<file path="src/hw/rtl/wec_pkg.sv">
// Package for the window event coalescer: field widths, opcodes, result kinds.
// No dependencies.
`default_nettype none
package wec_pkg;
    localparam int unsigned WinW      = 32;
    localparam int unsigned FlagW     = 32;
    localparam int unsigned TickW     = 16;
    localparam int unsigned DepthDef  = 16;
    localparam logic [TickW-1:0] BatchReset = 16'd10;

    localparam logic [1:0] OpChange = 2'd0;
    localparam logic [1:0] OpRemove = 2'd1;
    localparam logic [1:0] OpAdd    = 2'd2;
    localparam logic [1:0] OpTick   = 2'd3;

    localparam logic [1:0] KindChange = 2'd0;
    localparam logic [1:0] KindRemove = 2'd1;
    localparam logic [1:0] KindAdd    = 2'd2;

    localparam logic [1:0] CfgMaskA = 2'd0;
    localparam logic [1:0] CfgMaskB = 2'd1;
    localparam logic [1:0] CfgBatch = 2'd2;

    typedef struct packed {
        logic [1:0]       opcode;
        logic [WinW-1:0]  window_id;
        logic [FlagW-1:0] flags_a;
        logic [FlagW-1:0] flags_b;
    } t_in_item;

    typedef struct packed {
        logic [1:0]       kind;
        logic [WinW-1:0]  out_window;
        logic [FlagW-1:0] out_flags_a;
        logic [FlagW-1:0] out_flags_b;
        logic             last;
    } t_out_item;
endpackage
`default_nettype wire

</file>
<file path="src/hw/rtl/wec_in_if.sv">
// Input channel interface carrying one event transaction.
// Depends on wec_pkg.
`default_nettype none
interface wec_in_if;
    import wec_pkg::*;
    logic     valid;
    logic     ready;
    t_in_item data;
    modport source (output valid, output data, input ready);
    modport sink (input valid, input data, output ready);
endinterface
`default_nettype wire

</file>
<file path="src/hw/rtl/wec_out_if.sv">
// Output channel interface carrying one result transaction.
// Depends on wec_pkg.
`default_nettype none
interface wec_out_if;
    import wec_pkg::*;
    logic      valid;
    logic      ready;
    t_out_item data;
    modport source (output valid, output data, input ready);
    modport sink (input valid, input data, output ready);
endinterface
`default_nettype wire

</file>
<file path="src/hw/rtl/window_event_coalescer.sv">
// Window event coalescer top level: pending table memory and sequencer.
// Depends on wec_pkg, wec_in_if and wec_out_if.
//
// Usage: events arrive as transactions on i_evt (opcode, window_id, flags_a,
// flags_b); results leave on o_res (kind, out_window, out_flags_a,
// out_flags_b, last). Configuration registers (cachable masks and batch
// length) are written through i_cfg_we / i_cfg_idx / i_cfg_data; the user
// must write them only while idle, as the block itself does not enforce it.
// The pending table lives in one synchronous memory with a registered read
// port. Each change or removal is handled by a sequencer that scans every
// slot of that memory, one slot per cycle, to find the window and the lowest
// free slot. After the scan, a change to a window that already has an entry
// goes through S_DECIDE, S_RDSLOT and S_MERGE; every other change or removal
// finishes in S_DECIDE. Additions and ticks are handled in the idle state
// without a scan. A flush on timer expiry walks the table again, slot by
// slot, emitting each pending entry as one result transaction; the last
// one carries last = 1. Slot valid bits are flip-flops cleared by reset, so
// the table is empty at once after reset and no clearing pass is needed.
// Results sit in an output register; when the receiver stalls the
// sequencer waits, and no result is lost or repeated. A new event is taken
// only after every result of the previous one has been handed over.
`default_nettype none
module window_event_coalescer #(
    parameter int unsigned TABLE_DEPTH = wec_pkg::DepthDef
) (
    input  wire logic                    i_clk,
    input  wire logic                    i_rst_n,
    wec_in_if.sink                       i_evt,
    wec_out_if.source                    o_res,
    input  wire logic                    i_cfg_we,
    input  wire logic [1:0]              i_cfg_idx,
    input  wire logic [wec_pkg::FlagW-1:0] i_cfg_data
);
    import wec_pkg::*;

    localparam int unsigned IdxW = (TABLE_DEPTH > 1) ? $clog2(TABLE_DEPTH) : 1;
    localparam int unsigned CntW = $clog2(TABLE_DEPTH + 1);

    typedef enum logic [2:0] {
        S_IDLE, S_SCAN, S_DECIDE, S_RDSLOT, S_MERGE, S_FLUSH, S_EMIT
    } t_state;

    typedef struct packed {
        logic [WinW-1:0]  win;
        logic [FlagW-1:0] fa;
        logic [FlagW-1:0] fb;
    } t_slot;

    t_slot mem [TABLE_DEPTH];
    t_slot r_rd;

    logic [TABLE_DEPTH-1:0] r_valid;
    logic [FlagW-1:0] r_mask_a, r_mask_b;
    logic [TickW-1:0] r_batch, r_ticks;
    logic             r_armed;

    t_state         r_state;
    t_in_item       r_item;
    logic [CntW-1:0] r_idx;       // slot being issued to the memory
    logic [IdxW-1:0] r_rd_idx;    // slot whose data is in r_rd
    logic           r_rd_ok;
    logic           r_hit, r_free_ok;
    logic [IdxW-1:0] r_hit_idx, r_free_idx;
    logic           r_out_valid;
    t_out_item      r_out;

    // memory port controls
    logic           mem_we;
    logic [IdxW-1:0] mem_wa, mem_ra;
    t_slot          mem_wd;

    always_ff @(posedge i_clk) begin
        if (mem_we) begin
            mem[mem_wa] <= mem_wd;
        end
        r_rd <= mem[mem_ra];
    end

    logic cachable;
    assign cachable = ((r_item.flags_a & ~r_mask_a) == '0) &&
                      ((r_item.flags_b & ~r_mask_b) == '0);

    // Remaining valid slots above the one being flushed decide the last flag.
    logic [TABLE_DEPTH-1:0] above_mask;
    always_comb begin
        for (int k = 0; k < TABLE_DEPTH; k++) begin
            above_mask[k] = (k > int'(r_rd_idx));
        end
    end

    assign i_evt.ready = (r_state == S_IDLE) && !r_out_valid;
    assign o_res.valid = r_out_valid;
    assign o_res.data  = r_out;

    logic out_free;
    assign out_free = !r_out_valid || o_res.ready;

    // High when the sequencer loads a new result into the output register.
    logic out_load;
    always_comb begin
        case (r_state)
            S_IDLE:   out_load = i_evt.valid && i_evt.ready &&
                                 (i_evt.data.opcode == OpAdd);
            S_DECIDE: out_load = out_free && ((r_item.opcode == OpRemove) ||
                                 (!r_hit && !(cachable && r_free_ok)));
            S_MERGE:  out_load = out_free && !cachable;
            S_EMIT:   out_load = out_free;
            default:  out_load = 1'b0;
        endcase
    end

    always_comb begin
        mem_we = 1'b0;
        mem_wa = r_hit_idx;
        mem_wd = '{win: r_item.window_id, fa: r_rd.fa | r_item.flags_a,
                   fb: r_rd.fb | r_item.flags_b};
        mem_ra = r_idx[IdxW-1:0];
        if (r_state == S_DECIDE && cachable && !r_hit && r_free_ok) begin
            mem_we = 1'b1;
            mem_wa = r_free_idx;
            mem_wd = '{win: r_item.window_id, fa: r_item.flags_a,
                       fb: r_item.flags_b};
        end else if (r_state == S_MERGE && cachable) begin
            mem_we = 1'b1;
        end
        // Keep the hit slot on the read port until the merge uses it.
        if (r_state == S_DECIDE || r_state == S_RDSLOT) begin
            mem_ra = r_hit_idx;
        end
    end

    always_ff @(posedge i_clk) begin
        if (!i_rst_n) begin
            r_state     <= S_IDLE;
            r_valid     <= '0;
            r_mask_a    <= '0;
            r_mask_b    <= '0;
            r_batch     <= BatchReset;
            r_ticks     <= '0;
            r_armed     <= 1'b0;
            r_out_valid <= 1'b0;
            r_rd_ok     <= 1'b0;
            r_hit       <= 1'b0;
            r_free_ok   <= 1'b0;
            r_idx       <= '0;
        end else begin
            if (i_cfg_we) begin
                case (i_cfg_idx)
                    CfgMaskA: r_mask_a <= i_cfg_data;
                    CfgMaskB: r_mask_b <= i_cfg_data;
                    CfgBatch: r_batch  <= i_cfg_data[TickW-1:0];
                    default: ;
                endcase
            end
            if (out_load) begin
                r_out_valid <= 1'b1;
            end else if (o_res.ready) begin
                r_out_valid <= 1'b0;
            end
            case (r_state)
                S_IDLE: begin
                    r_idx     <= '0;
                    r_rd_ok   <= 1'b0;
                    r_hit     <= 1'b0;
                    r_free_ok <= 1'b0;
                    if (i_evt.valid && i_evt.ready) begin
                        r_item <= i_evt.data;
                        case (i_evt.data.opcode)
                            OpAdd: begin
                                r_out       <= '{kind: KindAdd,
                                                 out_window: i_evt.data.window_id,
                                                 out_flags_a: '0, out_flags_b: '0,
                                                 last: 1'b1};
                            end
                            OpTick: begin
                                if (r_armed) begin
                                    if (r_ticks > TickW'(1)) begin
                                        r_ticks <= r_ticks - TickW'(1);
                                    end else begin
                                        r_ticks <= '0;
                                        r_armed <= 1'b0;
                                        r_state <= S_FLUSH;
                                    end
                                end
                            end
                            default: r_state <= S_SCAN;
                        endcase
                    end
                end
                S_SCAN: begin
                    // Issue reads one slot per cycle; compare the slot read last cycle.
                    if (r_idx < CntW'(TABLE_DEPTH)) begin
                        r_idx <= r_idx + CntW'(1);
                    end
                    r_rd_idx <= r_idx[IdxW-1:0];
                    r_rd_ok  <= (r_idx < CntW'(TABLE_DEPTH));
                    if (r_rd_ok) begin
                        if (r_valid[r_rd_idx] && r_rd.win == r_item.window_id &&
                            !r_hit) begin
                            r_hit     <= 1'b1;
                            r_hit_idx <= r_rd_idx;
                        end
                        if (!r_valid[r_rd_idx] && !r_free_ok) begin
                            r_free_ok  <= 1'b1;
                            r_free_idx <= r_rd_idx;
                        end
                    end
                    if (!(r_idx < CntW'(TABLE_DEPTH)) && !r_rd_ok) begin
                        r_state <= S_DECIDE;
                    end
                end
                S_DECIDE: begin
                    if (r_item.opcode == OpRemove) begin
                        if (out_free) begin
                            if (r_hit) r_valid[r_hit_idx] <= 1'b0;
                            r_out       <= '{kind: KindRemove,
                                             out_window: r_item.window_id,
                                             out_flags_a: '0, out_flags_b: '0,
                                             last: 1'b1};
                            r_state     <= S_IDLE;
                        end
                    end else if (r_hit) begin
                        r_state <= S_RDSLOT;
                    end else if (cachable && r_free_ok) begin
                        r_valid[r_free_idx] <= 1'b1;
                        if (!r_armed) begin
                            r_armed <= 1'b1;
                            r_ticks <= (r_batch == '0) ? TickW'(1) : r_batch;
                        end
                        r_state <= S_IDLE;
                    end else if (out_free) begin
                        r_out       <= '{kind: KindChange,
                                         out_window: r_item.window_id,
                                         out_flags_a: r_item.flags_a,
                                         out_flags_b: r_item.flags_b,
                                         last: 1'b1};
                        r_state     <= S_IDLE;
                    end
                end
                S_RDSLOT: begin
                    r_state <= S_MERGE;
                end
                S_MERGE: begin
                    if (cachable) begin
                        if (!r_armed) begin
                            r_armed <= 1'b1;
                            r_ticks <= (r_batch == '0) ? TickW'(1) : r_batch;
                        end
                        r_state <= S_IDLE;
                    end else if (out_free) begin
                        r_valid[r_hit_idx] <= 1'b0;
                        r_out       <= '{kind: KindChange,
                                         out_window: r_item.window_id,
                                         out_flags_a: r_item.flags_a | r_rd.fa,
                                         out_flags_b: r_item.flags_b | r_rd.fb,
                                         last: 1'b1};
                        r_state     <= S_IDLE;
                    end
                end
                S_FLUSH: begin
                    // Find the next valid slot at or after r_idx and read it.
                    if (r_idx >= CntW'(TABLE_DEPTH)) begin
                        r_state <= S_IDLE;
                    end else if (r_valid[r_idx[IdxW-1:0]]) begin
                        r_rd_idx <= r_idx[IdxW-1:0];
                        r_state  <= S_EMIT;
                    end else begin
                        r_idx <= r_idx + CntW'(1);
                    end
                end
                S_EMIT: begin
                    if (out_free) begin
                        r_valid[r_rd_idx] <= 1'b0;
                        r_out       <= '{kind: KindChange, out_window: r_rd.win,
                                         out_flags_a: r_rd.fa, out_flags_b: r_rd.fb,
                                         last: ((r_valid & above_mask) == '0)};
                        r_idx       <= r_idx + CntW'(1);
                        r_state     <= S_FLUSH;
                    end
                end
                default: r_state <= S_IDLE;
            endcase
        end
    end
endmodule
`default_nettype wire
</file>
<file path="src/flat_wrapper.sv">
// flat-port wrapper written by rule: the top's interface ports become plain ports
module window_event_coalescer_flat import wec_pkg::*;
#(
    parameter int unsigned TABLE_DEPTH = wec_pkg::DepthDef
)
  (i_clk, i_rst_n, i_cfg_we, i_cfg_idx, i_cfg_data, i_evt_valid, i_evt_data, i_evt_ready, o_res_valid, o_res_data, o_res_ready);
  wec_in_if i_evt_i ();
  wec_out_if o_res_i ();
  input  wire logic i_clk;
  input  wire logic i_rst_n;
  input  wire logic i_cfg_we;
  input  wire logic [1:0] i_cfg_idx;
  input  wire logic [wec_pkg::FlagW-1:0] i_cfg_data;
  input wire logic [$bits(i_evt_i.valid)-1:0] i_evt_valid;
  input wire logic [$bits(i_evt_i.data)-1:0] i_evt_data;
  output wire logic [$bits(i_evt_i.ready)-1:0] i_evt_ready;
  output wire logic [$bits(o_res_i.valid)-1:0] o_res_valid;
  output wire logic [$bits(o_res_i.data)-1:0] o_res_data;
  input wire logic [$bits(o_res_i.ready)-1:0] o_res_ready;
  assign i_evt_i.valid = i_evt_valid;
  assign i_evt_i.data = i_evt_data;
  assign i_evt_ready = i_evt_i.ready;
  assign o_res_valid = o_res_i.valid;
  assign o_res_data = o_res_i.data;
  assign o_res_i.ready = o_res_ready;
  window_event_coalescer #(.TABLE_DEPTH(TABLE_DEPTH)) u_core (.i_clk(i_clk), .i_rst_n(i_rst_n), .i_evt(i_evt_i), .o_res(o_res_i), .i_cfg_we(i_cfg_we), .i_cfg_idx(i_cfg_idx), .i_cfg_data(i_cfg_data));
endmodule
</file>
<file path="config.mk">
export PLATFORM = sky130hd
export DESIGN_NAME = window_event_coalescer_flat
export DESIGN_NICKNAME = d
export VERILOG_FILES = /design/src/hw/rtl/wec_pkg.sv /design/src/hw/rtl/wec_in_if.sv /design/src/hw/rtl/wec_out_if.sv /design/src/hw/rtl/window_event_coalescer.sv /design/src/flat_wrapper.sv
export SDC_FILE = /design/constraint.sdc
export NUM_CORES = 2
export LEC_CHECK = 0
export BUFFER_PORTS_ARGS = -buffer_cell sky130_fd_sc_hd__buf_4
export CORE_ASPECT_RATIO = 0.5
export CORE_MARGIN = 2
export CORE_UTILIZATION = 49
export DETAILED_ROUTE_END_ITERATION = 10
export PLACE_DENSITY = 0.68
export SLEW_MARGIN = 20
export SYNTH_ARGS = -nofsm -noshare
export SYNTH_HDL_FRONTEND = slang
export SYNTH_SLANG_ARGS = --single-unit
</file>
<file path="constraint.sdc">
create_clock -name i_clk -period 7.4 [get_ports i_clk]
set_input_delay 1.48 -clock i_clk [delete_from_list [all_inputs] [get_ports i_clk]]
set_output_delay 1.48 -clock i_clk [all_outputs]
set_load 0.005 [all_outputs]
</file>
==> results.py <==
metrics = {
    "outcome": {
        "status": "finished, final reports clean",
    },
    "clock_network": {
        "clk_pin_slew_ns": 0.07,
        "postcts_setup_bufs": 0,
        "clock_sinks": 1966,
        "clock_tree.buffer_depth": 3,
        "cts_root_buf": "clkbuf_16",
        "tritoncts": "built",
        "ctsHoldBuffers": 0,
        "clock_network_latency_to_the_later_pin_of_the_worst_skew_pair_ns": 0.81,
        "htree_levels": 4,
        "postCtsResizedCells": 0,
        "tritoncts.num_buffers": 168,
    },
    "worst_hold_path": {
        "hold_path_class": "flop to flop",
        "worst_hold_startpoint": "u_core.r_mask_a[21]",
    },
    "sta": {
        "hold_slack_ns": 0.452,
        "slew_of_the_pin_with_the_lowest_slew_margin_ns": 1.08,
        "fin_worst_skew_ns": 0.0343,
        "finalWorstSetupSlack_ns": 2.47,
        "grt_setup_unrepaired": "false",
        "min_period_over_period": 0.667,
        "min_period_ns": 4.93,
        "report.final.slew_viol_count": 0,
        "setup-violations-final": 0,
        "slew_headroom": 0.280,
        "final_hold_viol_count": 0,
        "clock.fmax_mhz": 203,
        "finalSetupTns_ns": 0,
    },
    "drt": {
        "drt_pass1_iterations": 6,
        "routed_via_density": 6.24,
        "drt-total-wl_mm": 199,
        "post-route-drc-count": 0,
        "first_iter_violations": 5393,
        "route.vias.total": 41200,
        "drt.antenna.violating_nets": 0,
        "routed_wire_length_per_instance_um": 30.1,
    },
    "grt": {
        "globalRouteOverflowTotal": 0,
        "grt_max_degree": 100,
        "first_global_vias": 40900,
        "global_route.usage.total": 0.250,
        "first_pass_grt_wire_length_mm": 286,
        "grt_antenna_before_repair": 3,
    },
    "yosys": {
        "synth_top_area_cell": "edfxtp_1",
        "synth_warnings": 0,
        "syn-instance-count": 4149,
        "synth_enable_flop_cells": 1745,
        "synth_async_sr_flop_share": 0,
        "netlist_top_cells_count": "1,745 x edfxtp_1, 470 x nand2_1, 394 x mux4_2",
        "synthesis.area_um2": 75800,
        "portion_of_the_post_synthesis_area_used_by_sequential_elements": 0.750,
        "synth_cell_types": 70,
        "yosys_register_bits": 1966,
        "ys_dominant_reg_cell": "edfxtp_1",
        "yosys.cell_count.top_type": "edfxtp_1",
        "synth_top_area_share": 0.691,
        "synth.top_cells.by_area": "edfxtp_1 69%, mux4_2 12%, dfxtp_1 5.8%",
        "synthesis.area_per_instance_um2": 18.3,
        "synthesis.nets": 4289,
    },
    "critical_path": {
        "rr_startpoint": "u_core.r_state[2]",
        "reg2regPathDepth": 8,
        "reg2reg_to": "u_core.mem[12][20]",
        "cp_data_arrival_time_ns": 5.35,
        "crit_path_end_kind": "flop",
        "crit_path_start": "u_core.r_state[2]",
        "critical_path_peak_fanout": 68,
        "timing_worst_setup_path_type": "flop to flop",
        "timing.critical_path.required_ns": 7.82,
        "crit_path_end": "u_core.mem[12][20]",
        "reg2reg_setup_slack_ns": 2.47,
        "startpoint_type": "flop",
    },
    "power_and_ir_drop": {
        "ir_drop_v": 0.000267,
        "p_leak_uw": 0.0280,
        "switching_power_uw": 6680,
        "totalPowerFinal_uw": 26200,
        "swShare": 0.255,
        "power-per-cell-area_nw_per_um2": 305,
        "power.share.clock": 0.347,
        "cellInternalPower_uw": 19500,
        "pwr-share-comb": 0.147,
        "power.sequential.fraction": 0.505,
    },
    "run": {
        "drv_cap": 0,
    },
    "placement": {
        "port_buffers": 237,
        "place_ws_ns": 2.52,
        "final_wtd_congestion": 0.908,
        "hpwl_mm": 117,
        "dpl_cell_area_um2": 80200,
    },
    "cells_and_area": {
        "antenna_cells": 0,
        "finish.net_count": 4537,
        "postLayoutCellArea_um2": 85900,
        "area.growth.synth_to_final_pct": 13.4,
        "post_route_cells_drive_above_1_share": 0.230,
    },
    "floorplan": {
        "fp.coreArea_um2": 153000,
        "num_io_pins": 238,
        "rows": 101,
        "floorplan.initialDensity": 0.496,
        "die-area_um2": 158000,
        "die_y_um": 282,
        "die_width_um": 560,
    },
}
==> sequential cells by signal, indices dropped and copies added (netlist names), 16 cells and up <==
| name | cells |
|---|---|
| u_core.mem | 1536 |
| u_core.o_res.data | 99 |
| u_core.r_batch | 16 |
| u_core.r_item | 98 |
| u_core.r_mask_a | 32 |
| u_core.r_mask_b | 32 |
| u_core.r_rd | 96 |
| u_core.r_ticks | 16 |
| u_core.r_valid | 16 |
==> cells by family after synthesis <==
| logic type | count (synthesis) | synth area share |
|---|---|---|
| buffers and inverters | 276 | 0.0157 |
| DFF | 1966 | 0.750 |
| adders and majority gates | 3 | 0.000495 |
| AOI/OAI and AO/OA | 628 | 0.0577 |
| xor gates and xnor gates | 39 | 0.00451 |
| and+or+nand+nor | 799 | 0.0483 |
| muxes | 438 | 0.123 |
==> worst max-delay path, cell delays in order (launching register included) <==
cell	delay [ns]
dfxtp_2	0.84
nor2b_4	0.28
buf_4	0.76
nand2b_1	0.37
nor2_1	0.34
a2bb2oi_1	0.32
nor2_4	0.19
buf_4	0.73
buf_4	0.58
==> layout by cell type (no fill, tap or decap), types with 13 or more instances in the layout <==
| cell type | Yosys | final |
|---|---|---|
| a211oi_1 | 102 | 102 |
| a21o_1 | 48 | 48 |
| a21oi_1 | 106 | 106 |
| a22o_1 | 64 | 64 |
| a22oi_1 | 41 | 41 |
| a31oi_1 | 105 | 104 |
| and2_1 | 94 | 94 |
| buf_12 | 0 | 19 |
| buf_4 | 20 | 299 |
| bufinv_16 | 0 | 18 |
| clkbuf_1 | 154 | 36 |
| clkbuf_16 | 0 | 172 |
| clkinv_1 | 1 | 31 |
| clkinv_2 | 0 | 26 |
| dfxtp_1 | 221 | 218 |
| edfxtp_1 | 1745 | 1745 |
| inv_1 | 29 | 28 |
| mux2_2 | 34 | 33 |
| mux4_2 | 394 | 394 |
| nand2_1 | 470 | 469 |
| nand2b_1 | 62 | 61 |
| nand3_1 | 13 | 13 |
| nand4_1 | 14 | 14 |
| nor2_1 | 60 | 44 |
| nor2_4 | 0 | 16 |
| nor2b_1 | 16 | 14 |
| nor3_1 | 24 | 24 |
| nor4_1 | 17 | 17 |
| o2111ai_1 | 16 | 16 |
| o21ai_0 | 54 | 54 |
| o311ai_0 | 17 | 17 |
| o31ai_1 | 16 | 16 |
| xnor2_1 | 31 | 31 |
==> stage by stage <==
| stage | util | std cells |
|---|---|---|
| after floorplan | - | 4149 |
| after global placement | 0.525 | 6281 |
| after detailed placement | 0.525 | 6284 |
| after CTS | 0.562 | 6598 |
| after global routing | 0.563 | 6601 |
| final | 0.563 | 6601 |
==> power groups by stage <==
| stage | Sequential, uW | Combinational (uW) | Clock [uW] |
|---|---|---|---|
| after floorplan | 13300 | 2680 | 0 |
| after global placement | 13400 | 3790 | 0 |
| after detailed placement | 13500 | 3850 | 0 |
| after CTS | 13200 | 3870 | 9190 |
| after global routing | 13300 | 4120 | 9600 |
| final | 13200 | 3860 | 9090 |
==> worst min-delay path by stage <==
stage | endpoint | slack, ns | cells after the start
final | u_core.r_mask_a[21] | 0.45 | 2
after global routing | u_core.r_mask_a[4] | 0.46 | 2
after CTS | u_core.r_mask_a[22] | 0.45 | 2
after detailed placement | u_core.r_mask_a[4] | 0.44 | 2
after global placement | u_core.r_mask_b[1] | 0.44 | 2
after floorplan | u_core.r_rd_idx[2] | 0.41 | 0
==> layout make-up <==
class	count	area (um2)
multi-input combinational	1907	18000
clock buffer	218	4580
inverter	30	113
clock inverter	96	1070
tap	2060	2580
fill	11500	66700
timing repair buffer	324	2790
sequential	1966	56800
==> layer usage <==
metal	global-route usage	wire, um	vias up
met4	0.109	8630	4
met5	0	27	-
li1	-	-	17200
met3	0.0383	15100	329
met2	0.399	95500	2002
met1	0.346	79600	21700
Note: power is estimated with default switching activity, not from simulation.
